$ cat config.mk
export PLATFORM = sky130hd
export DESIGN_NAME = eapg_front
export DESIGN_NICKNAME = d
export VERILOG_FILES = /design/src/hdl/eapg_pkg.sv /design/src/hdl/eapg_front.sv
export SDC_FILE = /design/constraint.sdc
export NUM_CORES = 1
export LEC_CHECK = 0
export BUFFER_PORTS_ARGS = -buffer_cell sky130_fd_sc_hd__buf_2
export CAP_MARGIN = 25
export CORE_UTILIZATION = 50
export CTS_CLUSTER_DIAMETER = 200
export CTS_CLUSTER_SIZE = 16
export DETAILED_ROUTE_END_ITERATION = 7
export PLACE_DENSITY = 0.77
export SLEW_MARGIN = 25
export SYNTH_ARGS = -nofsm -noshare
export SYNTH_HDL_FRONTEND = slang
export SYNTH_SLANG_ARGS = --single-unit
$ cat constraint.sdc
create_clock -name clk_i -period 4.89 [get_ports clk_i]
set_input_delay 0.489 -clock clk_i [delete_from_list [all_inputs] [get_ports clk_i]]
set_output_delay 0.489 -clock clk_i [all_outputs]
set_load 0.01 [all_outputs]
$ cat src/hdl/eapg_pkg.sv
package eapg_pkg;

  localparam int unsigned MaxPoints   = 63;
  localparam int unsigned CordicSteps = 18;
  localparam int unsigned QueueDepth  = 4;
  localparam int unsigned DivSteps    = 33;

  // Start value of the rotation, the inverse CORDIC gain in Q1.30.
  localparam logic signed [33:0] GainQ30 = 34'sd652032874;
  localparam logic signed [63:0] HalfQ30 = 64'sd536870912;
  localparam logic signed [33:0] QuarterTurn = 34'sd1073741824;
  localparam logic signed [33:0] HalfTurn    = 34'sd2147483648;
  localparam logic [16:0] FullTurn = 17'h10000;

  // One point as the front end hands it to the rotation engine.
  typedef struct packed {
    logic signed [31:0] center_x;
    logic signed [31:0] center_y;
    logic [30:0]        radius_x;
    logic [30:0]        radius_y;
    logic [31:0]        angle;
    logic [5:0]         index;
    logic               last;
  } item_t;

  typedef struct packed {
    logic full;
    logic empty;
  } queue_stat_t;

  // Arctangent of 2^-k in 2^-32 turn units, truncated.
  function automatic logic [31:0] atan_turn(input logic [4:0] k);
    logic [31:0] v;
    unique case (k)
      5'd0:  v = 32'h20000000;
      5'd1:  v = 32'h12E4051D;
      5'd2:  v = 32'h09FB385B;
      5'd3:  v = 32'h051111D4;
      5'd4:  v = 32'h028B0D43;
      5'd5:  v = 32'h0145D7E1;
      5'd6:  v = 32'h00A2F61E;
      5'd7:  v = 32'h00517C55;
      5'd8:  v = 32'h0028BE53;
      5'd9:  v = 32'h00145F2E;
      5'd10: v = 32'h000A2F98;
      5'd11: v = 32'h000517CC;
      5'd12: v = 32'h00028BE6;
      5'd13: v = 32'h000145F3;
      5'd14: v = 32'h0000A2F9;
      5'd15: v = 32'h0000517C;
      5'd16: v = 32'h000028BE;
      5'd17: v = 32'h0000145F;
      5'd18: v = 32'h00000A2F;
      5'd19: v = 32'h00000517;
      5'd20: v = 32'h0000028B;
      5'd21: v = 32'h00000145;
      5'd22: v = 32'h000000A2;
      5'd23: v = 32'h00000051;
      5'd24: v = 32'h00000028;
      5'd25: v = 32'h00000014;
      5'd26: v = 32'h0000000A;
      5'd27: v = 32'h00000005;
      5'd28: v = 32'h00000002;
      5'd29: v = 32'h00000001;
      default: v = 32'h00000000;
    endcase
    return v;
  endfunction

endpackage

$ cat src/hdl/eapg_front.sv
module eapg_front import eapg_pkg::*; (
  input  logic               clk_i,
  input  logic               rst_ni,
  input  logic               in_valid_i,
  output logic               in_ready_o,
  input  logic signed [31:0] center_x_i,
  input  logic signed [31:0] center_y_i,
  input  logic [30:0]        radius_x_i,
  input  logic [30:0]        radius_y_i,
  input  logic [16:0]        angle_begin_i,
  input  logic [16:0]        angle_end_i,
  input  logic [5:0]         point_count_i,
  input  queue_stat_t        stat_i,
  output logic               push_o,
  output item_t              item_o
);

  typedef enum logic [2:0] {
    FeIdle = 3'b001,
    FeDiv  = 3'b010,
    FeEmit = 3'b100
  } fe_state_e;

  fe_state_e state_q, state_d;

  logic signed [31:0] cx_q, cy_q;
  logic [30:0] rx_q, ry_q;
  logic [16:0] start_q, sweep_q;
  logic [5:0]  n_q, d_q, idx_q, cnt_q, rem_q, accr_q;
  logic [32:0] quot_q, acc_q;

  logic [16:0] ab, ae, sweep_in, close_sum;
  logic [5:0]  n_in;
  logic [6:0]  rem_sh, rsum;
  logic        qbit;

  always_comb begin
    ab = (angle_begin_i > FullTurn) ? FullTurn : angle_begin_i;
    ae = (angle_end_i > FullTurn) ? FullTurn : angle_end_i;
    sweep_in = (ae >= ab) ? ae - ab : ae + FullTurn - ab;
    n_in = (point_count_i > 6'(MaxPoints)) ? 6'(MaxPoints) : point_count_i;
    rem_sh = {rem_q, quot_q[32]};
    qbit = rem_sh >= {1'b0, d_q};
    rsum = {1'b0, accr_q} + {1'b0, rem_q};
    close_sum = start_q + sweep_q;
  end

  assign in_ready_o = (state_q == FeIdle);
  assign push_o     = (state_q == FeEmit) && !stat_i.full;

  always_comb begin
    item_o.center_x = cx_q;
    item_o.center_y = cy_q;
    item_o.radius_x = rx_q;
    item_o.radius_y = ry_q;
    item_o.index    = idx_q;
    item_o.last     = (idx_q == n_q);
    if (idx_q == n_q) begin
      item_o.angle = {close_sum[15:0], 16'h0000};
    end else begin
      item_o.angle = {start_q[15:0], 16'h0000} + acc_q[31:0];
    end
  end

  always_comb begin
    state_d = state_q;
    unique case (state_q)
      FeIdle: begin
        if (in_valid_i) begin
          state_d = (n_in >= 6'd2) ? FeDiv : FeEmit;
        end
      end
      FeDiv: begin
        if (cnt_q == 6'(DivSteps - 1)) state_d = FeEmit;
      end
      FeEmit: begin
        if (push_o && (idx_q == n_q)) state_d = FeIdle;
      end
      default: state_d = FeIdle;
    endcase
  end

  always_ff @(posedge clk_i or negedge rst_ni) begin
    if (!rst_ni) begin
      state_q <= FeIdle;
    end else begin
      state_q <= state_d;
    end
  end

  always_ff @(posedge clk_i) begin
    unique case (state_q)
      FeIdle: begin
        if (in_valid_i) begin
          cx_q    <= center_x_i;
          cy_q    <= center_y_i;
          rx_q    <= radius_x_i;
          ry_q    <= radius_y_i;
          start_q <= ab;
          sweep_q <= sweep_in;
          n_q     <= n_in;
          d_q     <= n_in - 6'd1;
          idx_q   <= '0;
          cnt_q   <= '0;
          rem_q   <= '0;
          quot_q  <= {sweep_in, 16'h0000};
          acc_q   <= '0;
          accr_q  <= (n_in >= 6'd2) ? 6'((n_in - 6'd2) >> 1) : 6'd0;
        end
      end
      FeDiv: begin
        cnt_q  <= cnt_q + 6'd1;
        quot_q <= {quot_q[31:0], qbit};
        rem_q  <= qbit ? 6'(rem_sh - {1'b0, d_q}) : rem_sh[5:0];
      end
      FeEmit: begin
        if (push_o) begin
          idx_q <= idx_q + 6'd1;
          if (rsum >= {1'b0, d_q}) begin
            accr_q <= 6'(rsum - {1'b0, d_q});
            acc_q  <= acc_q + quot_q + 33'd1;
          end else begin
            accr_q <= rsum[5:0];
            acc_q  <= acc_q + quot_q;
          end
        end
      end
      default: ;
    endcase
  end

endmodule

# After elaboration in Yosys (flattened, before gate mapping)
# Index checks and enable logic that the tools add are counted.
# totals
input_bits,171
regBits,263
out_inout_bits,167
wordCells,81
# classes
addsub,14
n_mux,27
n_reduce_logical,9
order_cmp,7
n_eq_ne,9
# ops
operator,n
$mux 33,4
$pmux 33 s2,2
$mux 17,3
$pmux 6 s2,4
$mux 6,7
$gt 17x17->1 const B,2
$sub 17x17->17,2
$add 33x1->33 const B,1
$add 33x33->33,1
$add 32x32->32,1
$mux 32,1
$add 17x17->17 const B,1
$ge 17x17->1,1
$add 16x16->16,1
$ge 7x6->1,2
$add 6x1->6 const B,2
$mux 3,4
$sub 6x6->6,2
$pmux 3 s3,1
$add 6x6->7,1
$eq 6x6->1,1
$eq 6x6->1 const B,1
$ge 6x2->1 const B,1
$gt 6x6->1 const B,1
13 further kinds,19

# Depth between registers and ports, before layout
# logic_depth
ltp_word,7
depth_mapped,19

# Worst setup path after synthesis
# No wires, ideal clock.
# synth_path
path_type,register to register
from,reg state_q[0]
to,reg cx_q[0] (enable)
arrival_ps,4488
period_less_slack_ps,5010
stages_incl_launch_ff,4
slack_ps,-120
setup_ps,521
cell_sequence,dfstp_2 > nor3b_1 > nand2_1 > inv_1
# synth_via
elab_chain_cells,2
# synth_rtl
element,line_no,rtl
start: declaration,eapg_front.sv:24,"fe_state_e state_q, state_d;"
start signal: assignment,eapg_front.sv:85,state_q <= FeIdle;
start signal: assignment,eapg_front.sv:87,state_q <= state_d;
$eq 3x1->1,--,
net in_ready_o,eapg_front.sv:5,"output logic in_ready_o,"
$reduce_and 2->1 (no source line),--,
end signal: assignment,eapg_front.sv:95,cx_q <= center_x_i;
end: declaration,eapg_front.sv:26,"logic signed [31:0] cx_q, cy_q;"
# The timed path passes the listed nets, and every way through them passes these cells.
# A chain may end at the register's enable or synchronous reset.

==> results.toml <==
[sta]
clock_skew_ns = 0.03152
relSlewSlack = 0.2668
worst_pin_slew_ns = 1.100
setup_viol = 0
rsz0062_at_grt = "yes"
fmax_mhz = 208.8
period_needed_ns = 4.790
finalMaxSlewViolations = 0
finalCritPeriodShare = 0.9796
timing.final.hold_violations = 0
worst_hold_slack_ns = 0.1335

[logic_synthesis]
netlist.area_leader.share = 0.5102
synthCells = 1348
ys_warn_count = 0
synth-seq-cells = 262
synth_nets = 1646
ys_types = 91
syn_avg_cell_area_um2 = 11.31
synth_area_mm2 = 0.01524
synth_edf_count = 259
synthArstFlopShare = 0.01145
yosysSeqAreaShare = 0.5152
ys.flop_type = "edfxtp_1"
synth_top_area_cell = "edfxtp_1"
netlist_top_cells_area = "edfxtp_1 51%, ha_1 8.6%, xnor2_1 4.0%"

[detailed_routing]
route.detailed.drc = 0
vias = 11670
drt_iter0_drc = 898
ant_nets = 0
wl_um = 38960
routed_via_density = 5.551
post_drt_wl_per_cell_um = 18.54
dr.pass1.iters = 5

[clock_tree]
cts_tree = "done"
root_buffer = "clkbuf_16"
clkTransAtPathRegs_ns = 0.08
clockBufferDepth = 3
cts_num_sinks = 262
htreeDepth = 1
numCtsBuffers = 20
insertion_delay_ns = 0.53

[die]
core_mm2 = 0.02980
die_w_um = 176.6
dieArea_mm2 = 0.03119
die_h_um = 176.6
rows = 63
io_pins = 338
initial_core_util = 0.5116

[placed_design]
globalplace.congestion = 0.8994
dp_hpwl_um = 29490
port_buffers = 336

[critical_path]
worstSetupStartpointType = "flip-flop"
cp.arrival_ns = 4.30
r2r-start = "rem_q[0]"
reg2reg_slack_ns = 0.39
startpoint = "idx_q[3]"
endpoint_kind = "output port"
critPathKind = "reg -> out"
critPathMaxFanout = 4
worstPathRequired_ns = 4.40

[power_and_ir_drop]
power.leakage_nw = 7.656
irDropWorstVdd_v = 0.0003646
p_per_area_mw_per_mm2 = 595.5
finalPower_mw = 10.85

[worst_hold_path]
min_from = "radius_x_i[0]"
hp-class = "in -> reg"

[layout]
utilization = 0.6115
fillers = 2427
area_growth_pct = 19.54
seq_area_mm2 = 0.007854
final_common_cell = "buf_2"
multi_input_comb_area_mm2 = 0.007062
final_cell_mix = "335 x buf_2, 259 x edfxtp_1, 140 x nor2_1"
final_nets = 2002
drive_gt1_frac = 0.2702

[global_route]
antenna_found_initial = 2
gr-usage-all-layers = 0.2460
grt_pass1_vias = 11240
grt_max_degree = 170
grt-ovfl-total = 0
grt_pass1_wl_um = 59920

[run]
drv_cap = 0

[status]
outcome = "finished, final reports clean"
[cell families (layout without fill, tap and decap cells)]
group                      Yosys count  count (layout)  share of synthesized area
AOI/OAI and AO/OA                  240             240                     0.1033
and+or+nand+nor                    455             455                     0.1480
muxes                               22              22                    0.01510
adders and majority gates          127             127                     0.1151
DFF                                262             262                     0.5152
buffers and inverters              115             477                    0.02979
other                                0               2                          0
xor gates and xnor gates           127             127                    0.07346
[per-layer routing]
metal | up-vias | share of wire | track usage
met4 | 0 | 0.024 | 0.06825
met3 | 65 | 0.070 | 0.04242
met2 | 424 | 0.48 | 0.4212
li1 | 5549 | - | -
met1 | 5631 | 0.42 | 0.3200
met5 | - | 0 | 0
[path summary, 6_finish.rpt]
path	endpoint	cells after the start
min in group asynchronous	state_q[2]	2
worst min-delay path	rx_q[0]	1
worst min register to register	quot_q[18]	2
max in group asynchronous	state_q[0]	2
worst max register to register	acc_q[31]	18
worst max-delay path	item_o[37]	20
[synthesized netlist by cell type (all sizes together) (4+ instances only)]
| cell | number |
|---|---|
| a211oi | 10 |
| a21o | 16 |
| a21oi | 77 |
| a31oi | 13 |
| and2 | 36 |
| and3 | 11 |
| buf | 10 |
| clkbuf | 26 |
| edfxtp | 259 |
| fa | 22 |
| ha | 105 |
| inv | 79 |
| mux2 | 8 |
| mux2i | 14 |
| nand2 | 130 |
| nand2b | 12 |
| nand3 | 24 |
| nand3b | 4 |
| nand4 | 6 |
| nor2 | 140 |
| nor2b | 14 |
| nor3 | 24 |
| nor3b | 4 |
| nor4 | 16 |
| o211ai | 9 |
| o21a | 6 |
| o21ai | 56 |
| o21bai | 12 |
| o31ai | 7 |
| or2 | 6 |
| or3 | 13 |
| xnor2 | 70 |
| xor2 | 57 |
[where the power goes]
part	total (mW)	internal (mW)	switching [mW]
registers	3.60	3.33	0.265
clock network	1.54	0.756	0.782
logic	5.72	2.25	3.47
total	10.9	6.34	4.51
[worst max-delay path: stages (launching register included)]
cell and delay, ns:
edfxtp_1 0.42, xor2_1 0.16, nor4_1 0.30, nand3_1 0.14, buf_6 0.17, nand2_2 0.07
nand2_2 0.06, ha_4 0.16, fa_2 0.34, a21o_1 0.18, a21oi_2 0.18, o21bai_2 0.10
a21oi_2 0.18, o21ai_2 0.08, a21oi_2 0.18, o21ai_2 0.08, o41a_1 0.36, a21o_1 0.22
a21oi_2 0.14, xnor2_1 0.13, buf_4 0.16
[state kept, by name, indices dropped and copies added, names as in the netlist]
signal / count
acc_q: 32
accr_q: 6
cnt_q: 6
cx_q: 32
cy_q: 32
d_q: 6
idx_q: 6
n_q: 6
quot_q: 33
rem_q: 6
rx_q: 31
ry_q: 31
start_q: 16
state_q: 3
sweep_q: 16
[metrics by stage]
step / instances / setup WS, ns / TNS (ns) / instance area, um2
after detailed placement: 2056 / 0.06875 / 0 / 17440
after global routing: 2102 / -0.1459 / -0.2568 / 18220
after floorplan: 1348 / 0.3974 / 0 / 15250
final: 2102 / 0.09998 / 0 / 18220
after CTS: 2093 / -0.05167 / -0.05167 / 18100
after global placement: 2056 / 0.1629 / 0 / 17430
[final cells by class]
cell class,count,area share
Inverter,79,0.01648
Clock inverter,2,0.001511
Clock buffer,26,0.02870
Tap cell,390,0.02678
Multi-Input combinational cell,971,0.3876
Antenna cell,2,0.0002747
Timing Repair Buffer,370,0.1077
Sequential cell,262,0.4310
[repair_timing]
action / in CTS / in global routing
setup endpoints to repair: 4 / 4
resized for setup: 14 / 15
pin swaps: 17 / 20
setup buffers: 8 / 7
hold buffers: 1 / 0
hold endpoints to repair: 3 / 0
cloned: 0 / 0
No activity file was read; power rests on OpenSTA's default activity.
