<file path="src/hdl/eapg_pkg.sv">
package eapg_pkg;

  localparam int unsigned MaxPoints   = 63;
  localparam int unsigned CordicSteps = 18;
  localparam int unsigned QueueDepth  = 4;
  localparam int unsigned DivSteps    = 33;

  // Start value of the rotation, the inverse CORDIC gain in Q1.30.
  localparam logic signed [33:0] GainQ30 = 34'sd652032874;
  localparam logic signed [63:0] HalfQ30 = 64'sd536870912;
  localparam logic signed [33:0] QuarterTurn = 34'sd1073741824;
  localparam logic signed [33:0] HalfTurn    = 34'sd2147483648;
  localparam logic [16:0] FullTurn = 17'h10000;

  // One point as the front end hands it to the rotation engine.
  typedef struct packed {
    logic signed [31:0] center_x;
    logic signed [31:0] center_y;
    logic [30:0]        radius_x;
    logic [30:0]        radius_y;
    logic [31:0]        angle;
    logic [5:0]         index;
    logic               last;
  } item_t;

  typedef struct packed {
    logic full;
    logic empty;
  } queue_stat_t;

  // Arctangent of 2^-k in 2^-32 turn units, truncated.
  function automatic logic [31:0] atan_turn(input logic [4:0] k);
    logic [31:0] v;
    unique case (k)
      5'd0:  v = 32'h20000000;
      5'd1:  v = 32'h12E4051D;
      5'd2:  v = 32'h09FB385B;
      5'd3:  v = 32'h051111D4;
      5'd4:  v = 32'h028B0D43;
      5'd5:  v = 32'h0145D7E1;
      5'd6:  v = 32'h00A2F61E;
      5'd7:  v = 32'h00517C55;
      5'd8:  v = 32'h0028BE53;
      5'd9:  v = 32'h00145F2E;
      5'd10: v = 32'h000A2F98;
      5'd11: v = 32'h000517CC;
      5'd12: v = 32'h00028BE6;
      5'd13: v = 32'h000145F3;
      5'd14: v = 32'h0000A2F9;
      5'd15: v = 32'h0000517C;
      5'd16: v = 32'h000028BE;
      5'd17: v = 32'h0000145F;
      5'd18: v = 32'h00000A2F;
      5'd19: v = 32'h00000517;
      5'd20: v = 32'h0000028B;
      5'd21: v = 32'h00000145;
      5'd22: v = 32'h000000A2;
      5'd23: v = 32'h00000051;
      5'd24: v = 32'h00000028;
      5'd25: v = 32'h00000014;
      5'd26: v = 32'h0000000A;
      5'd27: v = 32'h00000005;
      5'd28: v = 32'h00000002;
      5'd29: v = 32'h00000001;
      default: v = 32'h00000000;
    endcase
    return v;
  endfunction

endpackage

</file>
<file path="src/hdl/eapg_queue.sv">
module eapg_queue import eapg_pkg::*; (
  input  logic        clk_i,
  input  logic        rst_ni,
  input  logic        push_i,
  input  item_t       item_i,
  input  logic        pop_i,
  output item_t       item_o,
  output queue_stat_t stat_o
);

  localparam int unsigned PtrW = $clog2(QueueDepth);

  item_t mem_q [QueueDepth];
  logic [PtrW-1:0] wr_q, rd_q;
  logic [PtrW:0]   cnt_q;

  assign stat_o.full  = (cnt_q == (PtrW+1)'(QueueDepth));
  assign stat_o.empty = (cnt_q == '0);
  assign item_o       = mem_q[rd_q];

  always_ff @(posedge clk_i) begin
    if (push_i) mem_q[wr_q] <= item_i;
  end

  always_ff @(posedge clk_i or negedge rst_ni) begin
    if (!rst_ni) begin
      wr_q  <= '0;
      rd_q  <= '0;
      cnt_q <= '0;
    end else begin
      if (push_i) wr_q <= wr_q + 1'b1;
      if (pop_i)  rd_q <= rd_q + 1'b1;
      if (push_i && !pop_i) begin
        cnt_q <= cnt_q + 1'b1;
      end else if (pop_i && !push_i) begin
        cnt_q <= cnt_q - 1'b1;
      end
    end
  end

endmodule

</file>
<file path="config.mk">
export PLATFORM = sky130hd
export DESIGN_NAME = eapg_queue
export DESIGN_NICKNAME = d
export VERILOG_FILES = /design/src/hdl/eapg_pkg.sv /design/src/hdl/eapg_queue.sv
export SDC_FILE = /design/constraint.sdc
export NUM_CORES = 1
export LEC_CHECK = 0
export ABC_AREA = 1
export BUFFER_PORTS_ARGS = -buffer_cell sky130_fd_sc_hd__buf_2
export CORE_MARGIN = 3
export CORE_UTILIZATION = 40
export DETAILED_ROUTE_END_ITERATION = 8
export SLEW_MARGIN = 25
export SYNTH_ARGS = -nofsm -noshare
export SYNTH_HDL_FRONTEND = slang
export SYNTH_SLANG_ARGS = --single-unit
</file>
<file path="constraint.sdc">
create_clock -name clk_i -period 5.64 [get_ports clk_i]
set_input_delay 0.846 -clock clk_i [delete_from_list [all_inputs] [get_ports clk_i]]
set_output_delay 0.846 -clock clk_i [all_outputs]
set_load 0.03 [all_outputs]
</file>
# Word level (Yosys, flattened, before mapping)
# Memories as Yosys holds them, arrays and structs flattened.
# Index checks and enable logic that the tools add are counted.
[totals]
ff_bits = 7
mem_bits_rw = 660
inputBits = 169
mem_count = 1
[mem_list]
columns = ["name", "depth", "word_bits", "read_ports", "rd_clocked_by_memory_dff", "wr", "line_no", "text"]
rows = [
  ["mem_q", 4, 165, 1, 0, 1, "eapg_queue.sv:13", "item_t mem_q [QueueDepth];"],
]
[op_classes]
addsub = 4
n_eq_ne = 1
n_mux = 4
reduce_logical = 6
[ops]
columns = ["operator", "count"]
rows = [
  ["$mux 3", 2],
  ["$add 2x1->2 const B", 2],
  ["$add 3x1->3 const B", 1],
  ["$eq 3x3->1 const B", 1],
  ["$logic_not 3->1", 1],
  ["$sub 3x1->3 const B", 1],
  ["$logic_and 1x1->1", 2],
  ["$logic_not 1->1", 2],
  ["$mux 1", 2],
  ["$reduce_bool 2->1", 1],
]

# Longest topological paths before layout
# Gate-level depths: netlist (run 1).
[depth]
ltp_word = 4
mapped_depth = 9

# Worst setup path after synthesis (run 1)
# No wires, ideal clock.
[synth_timing]
path_type = "input port to flip-flop"
from = "input port push_i"
to = "memory mem_q[0][0] (netlist bit) (enable)"
setup_ns = 0.518
arrival_ns = 4.327
required_time_ns = 5.122
path_slack_ns = 0.796
path_stages = 3
path_buffers = 1
cell_sequence = "clkbuf_1 nand2_1 inv_1"
[synth_between]
elab_chain_cells = 2
[synth_lines]
columns = ["item", "line_no", "text"]
rows = [
  ["from (decl)", "eapg_queue.sv:4", "input logic push_i,"],
  ["$mux 1", "eapg_queue.sv:22", "if (push_i) mem_q[wr_q] <= item_i;"],
  ["$mux 1 (not written as such)", "eapg_queue.sv:22", ""],
  ["to (decl)", "eapg_queue.sv:13", ""],
]
# Every way passes these cells.

==> results of run 1 <==
-- layer usage --
metal	share of wire (%)	wire length, microns	up-vias
li1	-	-	7560
met1	41	24360	7664
met2	50	29590	340
met3	5.4	3166	107
met4	2.7	1574	8
met5	0.089	52	-
-- cell usage after synthesis, drive strengths merged --
library cell / n / area, sq um
ha: 5 / 62.56
clkbuf: 34 / 127.6
nand3: 1 / 5.000
dfrtp: 7 / 175.2
o21ai: 1 / 5.000
nand4: 1 / 6.260
inv: 342 / 1284
o211ai: 330 / 3273
buf: 77 / 545.5
nand2: 508 / 1907
edfxtp: 660 / 19820
xnor2: 1 / 8.760
fa: 1 / 20.02
nor3: 2 / 10.01
xor2: 3 / 26.28
-- registers in the layout, summed over array words and instances (netlist names) --
name	count
wr_q	2
rd_q	2
cnt_q	3
mem_q	660
-- path summary, 6_finish.rpt --
kind	start	slack (ps)	cells after the start	endpoint
hold reg to reg	cnt_q[2]$_DFFE_PN0P_	520	2	cnt_q[2]$_DFFE_PN0P_
min in group clk_i	item_i[110]	440	1	mem_q[0][110]$_DFFE_PP_
max in group asynchronous	rst_ni	5370	1	rd_q[1]$_DFFE_PN0P_
setup / recovery	rd_q[1]$_DFFE_PN0P_	1870	5	item_o[143]
hold / removal	rst_ni	80	1	wr_q[1]$_DFFE_PN0P_
setup reg to reg	wr_q[1]$_DFFE_PN0P_	3270	5	mem_q[1][80]$_DFFE_PP_
-- metrics by stage --
| stage | hold WS, ps | power, W | setup slack (ps) |
|---|---|---|---|
| floorplan | 463.4 | 0.01235 | 795.6 |
| global placement | 481.1 | 0.01430 | 2211 |
| detailed placement | 517.6 | 0.01441 | 2415 |
| CTS | 21.88 | 0.01901 | 1746 |
| global route | 37.70 | 0.01974 | 1666 |
| finish | 78.31 | 0.01869 | 1865 |
-- worst max-delay path: cells and delay by family (launching register included) --
kind	cells	cell delay, ps
buffers and inverters	3	1350
DFF	1	680
AOI/OAI and AO/OA	1	140
and+or+nand+nor	1	80
-- cells by family after synthesis --
logic type               after synthesis  synth area share [%]
flip-flops                           667                 73.31
AND/OR/NAND/NOR                      512                 7.069
buffers and inverters                453                 7.175
AO/OA/AOI/OAI                        331                 12.02
adder cells (fa/ha/maj)                6                0.3028
XOR/XNOR                               4                0.1285
-- layout make-up --
| cell class | instances | area (sq um) |
|---|---|---|
| repair buffers | 365 | 2014 |
| inverters | 342 | 1319 |
| clock inverters | 43 | 419.2 |
| diodes | 9 | 22.52 |
| multi-input cells | 853 | 5324 |
| flip-flops and latches | 667 | 20000 |
| fillers | 5886 | 35300 |
| well taps | 873 | 1092 |
| clock buffers | 88 | 1904 |
-- report_power, final --
part	switching (W)	internal [W]	leakage [nW]
Clock	0.00196	0.00258	1.13
Sequential	0.000346	0.00649	6.14
Combinational	0.00533	0.00198	5.57
Total	0.00764	0.0111	12.8
==> results.cfg, run 1 <==
[floorplanning]
fp.dieW_microns = 267.1
dieArea_sq_um = 71360
initial_core_util_pct = 40.47
dieHeight_microns = 267.1
placement_rows = 95
io_pins = 336
coreArea_sq_um = 67400

[logic_synthesis]
synth.distinct_cells = 19
synth-seq-area-share_pct = 73.31
syn-num-nets = 2148
syn_area_per_cell_sq_um = 13.82
ys_warn_count = 0
ys_seq_elements = 667
syn_area_sq_um = 27270
synthCells = 1973

[sta]
tightest_slew_ps = 927.4
rsz0062_at_grt = false
period_needed_ps = 3775
maxSlewHeadroom_pct = 38.17
period_share_pct = 66.93
finalSetupTns_ps = 0
hold_viol_final = 0
setup_viol = 0
skew_ps = 26.68
max_freq_mhz = 264.9
final_max_slew_viol_count = 0

[clock_network]
numClockSinks = 667
htreeDepth = 3
cts_tree = yes
path_clk_slew_ps = 60
cts_buffer_depth = 3
postCtsSetupBuffers = 0
postCtsHoldBufs = 0
cts-root-buf = clkbuf_16
insertion_delay_ps = 620
numCtsBuffers = 74
cts_resized = 0

[setup_path]
cp_slowest_cell = dfrtp_4
cpPeakStageDelay_ps = 680
critPathMaxFanout = 106
critPathKind = flip-flop to output pin
critPathCaptureType = output pin
startpoint_type = flip-flop
required_ps = 4790
cp.arrival_ps = 2930
crit_chain = inv_12 -> buf_4 -> o211ai_2 -> nand2_1 -> buf_2

[hold_path]
hold_path_class = primary input to asynchronous set/reset pin

[route]
drtAntennaViolNets = 0
post_drt_wl_per_cell_microns = 18.13
post-route-drc-count = 0
dr_total_vias = 15680
drtPass1Iterations = 5
viasPerCell = 4.839
wirelength_mm = 58.75
first_iter_violations = 1049

[global_route]
grt_max_degree = 107
overflow = 0
groute.usage.overall_pct = 16.23
grt_util_met3_pct = 4.015
globalRouteMet1Util_pct = 20.04
grt_pass1_wl_mm = 89.52
grt.busiest_layer = met2
antenna_found_initial = 12
gr-usage-met2_pct = 27.84
grt_pass1_vias = 15500

[placement]
dp_hpwl_mm = 34.78
io_buffers = 335
place.gp.congestion = 0.7722
dp.cells = 3100
post_dp_cell_area_sq_um = 29750

[finish]
final_cell_mix = 660 x edfxtp_1, 508 x nand2_1, 337 x inv_1
final_common_cell = edfxtp_1
final_util_pct = 47.62
drive_gt1_share_pct = 26.76
finalInstanceArea_sq_um = 32100
area_delta_synth_final_pct = 17.68
final_cells = 3240
fin_nets = 2478

[status]
status = finished clean

[run]
maxCapViolations = 0

[power]
power.density_nw_per_um2 = 582.2
p_leak_nw = 12.83
max-vdd-ir-drop_v = 0.0004249
Power figures use the tool's default switching activity.
==> inputs of run 2 (changes only) <==
==> constraint.sdc (replaced) <==
create_clock -name clk_i -period 3.5 [get_ports clk_i]
set_input_delay 0.525 -clock clk_i [delete_from_list [all_inputs] [get_ports clk_i]]
set_output_delay 0.525 -clock clk_i [all_outputs]
set_load 0.03 [all_outputs]
==> run 2 against run 1 <==
Count of clock-buffer cells in the layout increased by 5; largest cell class unchanged; sequential power is 61% higher; setup slack worse by 1500 ps; cell area is 1.0% higher; non-clock buffer count up 18; register-to-register slack lost 2000 ps; hold slack improved by 56 ps; critical path type unchanged; flip-flop and latch count is the same.
==> results.cfg, run 2 (synthesis results as in run 1) <==
[status]
status = finished clean

[global_route]
overflow = 0
groute.usage.overall_pct = 16.33
grt_pass1_vias = 15820
grt_max_degree = 98
antenna_found_initial = 12
grt_pass1_wl_mm = 89.96

[sta]
maxSlewHeadroom_pct = 55.51
rsz0062_at_grt = false
layout_setup_ws_ps = 330.9
tightest_slew_ps = 667.4
period_needed_ps = 3169
max_freq_mhz = 315.5
final_max_slew_viol_count = 0
skew_ps = 21.71
setup_viol = 0
hold_viol_final = 0
finalSetupTns_ps = 0
period_share_pct = 90.55

[route]
wirelength_mm = 58.85
post_drt_wl_per_cell_microns = 18.07
first_iter_violations = 868
post-route-drc-count = 0
viasPerCell = 4.820
drtPass1Iterations = 5
dr_total_vias = 15700
drtAntennaViolNets = 0

[setup_path]
critPathKind = flip-flop to output pin
crit_chain = inv_8 -> buf_12 -> buf_4 -> o211ai_2 -> nand2_1 -> buf_2
startpoint_type = flip-flop
reg2reg_slack_ps = 1280
cp_slowest_cell = dfrtp_4
critPathMaxFanout = 40
reg2regPathDepth = 6
required_ps = 2970
cp.arrival_ps = 2640
critPathCaptureType = output pin
cpPeakStageDelay_ps = 680
r2r-start = wr_q[0]$_DFFE_PN0P_
r2r-end = mem_q[2][69]$_DFFE_PP_

[finish]
num-fill-cells = 5903
final_cells = 3257
final_util_pct = 48.10
largest_reg_flops = 660
reg.largest.list = mem_q (660), cnt_q (3)
final_cell_mix = 660 x edfxtp_1, 504 x nand2_1, 337 x inv_1
drive_gt1_share_pct = 27.72
fin_nets = 2494
area_delta_synth_final_pct = 18.86
final_common_cell = edfxtp_1
regMostFlops = mem_q

[placement]
dpl_worst_slack_ps = 955.6
io_buffers = 335
place.gp.congestion = 0.7362
dp_hpwl_mm = 34.85
dp.cells = 3117

[floorplanning]
coreArea_sq_um = 67400
placement_rows = 95
dieHeight_microns = 267.1
initial_core_util_pct = 40.47
dieArea_sq_um = 71360
io_pins = 336
fp.dieW_microns = 267.1

[power]
p_leak_nw = 12.97
max-vdd-ir-drop_v = 0.0006446
power.density_nw_per_um2 = 940.0

[clock_network]
cts_buffer_depth = 3
cts-root-buf = clkbuf_16
insertion_delay_ps = 600
htreeDepth = 3
cts_tree = yes
numClockSinks = 667
cts_resized = 0
path_clk_slew_ps = 60
numCtsBuffers = 72

[run]
maxCapViolations = 0

[hold_path]
holdPathEnd = mem_q[0][102]$_DFFE_PP_
hold_path_class = primary input to flip-flop
hold_path_depth = 1
holdCritStartpoint = item_i[102]
[run 2: how the worst max path moves through the flow]
stage	start	depth (start not counted)	endpoint	slack [ps]
2_1_floorplan	push_i	3	mem_q[1][0]$_DFFE_PP_	-60
3_3_place_gp	rd_q[1]$_DFFE_PN0P_	6	item_o[14]	970
3_5_place_dp	rd_q[1]$_DFFE_PN0P_	6	item_o[152]	960
4_1_cts	rd_q[1]$_DFFE_PN0P_	6	item_o[11]	270
5_1_grt	rd_q[1]$_DFFE_PN0P_	6	item_o[11]	190
6_report	rd_q[1]$_DFFE_PN0P_	6	item_o[152]	330
[run 2: per-layer routing]
metal	global-route usage (%)	share of wire (%)	wire length [microns]	vias up
li1	-	-	-	7601
met4	4.905	1.7	1027	6
met5	0	0.061	36	-
met2	28.90	51	30040	299
met1	19.66	42	24550	7717
met3	4.162	5.4	3197	75
[run 2: what timing repair did]
action                                 4_1_cts  5_1_grt
hold buffers                                 1        0
endpoints found under the hold margin        7        0
setup buffers                                0        0
setup endpoints to repair                    0        0
[run 2: cell type report]
class,instances,area (sq um),area share (%)
sequential,667,20000,61.70
multi-input combinational,853,5359,16.53
timing repair buffer,383,2352,7.256
clock buffer,93,1933,5.963
inverter,342,1306,4.029
tap,873,1092,3.369
clock inverter,39,356.6,1.100
antenna,7,17.52,0.05403
[run 2: stage by stage]
| stage | power [W] | instance area, sq um | hold WS (ps) |
|---|---|---|---|
| 2_1_floorplan | 0.01986 | 27350 | 229.4 |
| 3_3_place_gp | 0.02342 | 30100 | 369.8 |
| 3_5_place_dp | 0.02361 | 30100 | 371.6 |
| 4_1_cts | 0.03099 | 32400 | 78.97 |
| 5_1_grt | 0.03219 | 32410 | 97.35 |
| 6_report | 0.03048 | 32420 | 134.6 |
[run 2: report_power, final]
group | leakage (nW) | total [W] | internal [W] | switching [W]
combinational | 5.72 | 0.0122 | 0.00349 | 0.00872
clock | 1.11 | 0.00729 | 0.00424 | 0.00305
sequential | 6.14 | 0.0110 | 0.0104 | 0.000526
[run 2: worst max-delay path: cells and delay by family (launching register included)]
family	cells	cell delay, ps
buffers and inverters	4	1070
AOI/OAI and AO/OA	1	120
and+or+nand+nor	1	80
DFF	1	680
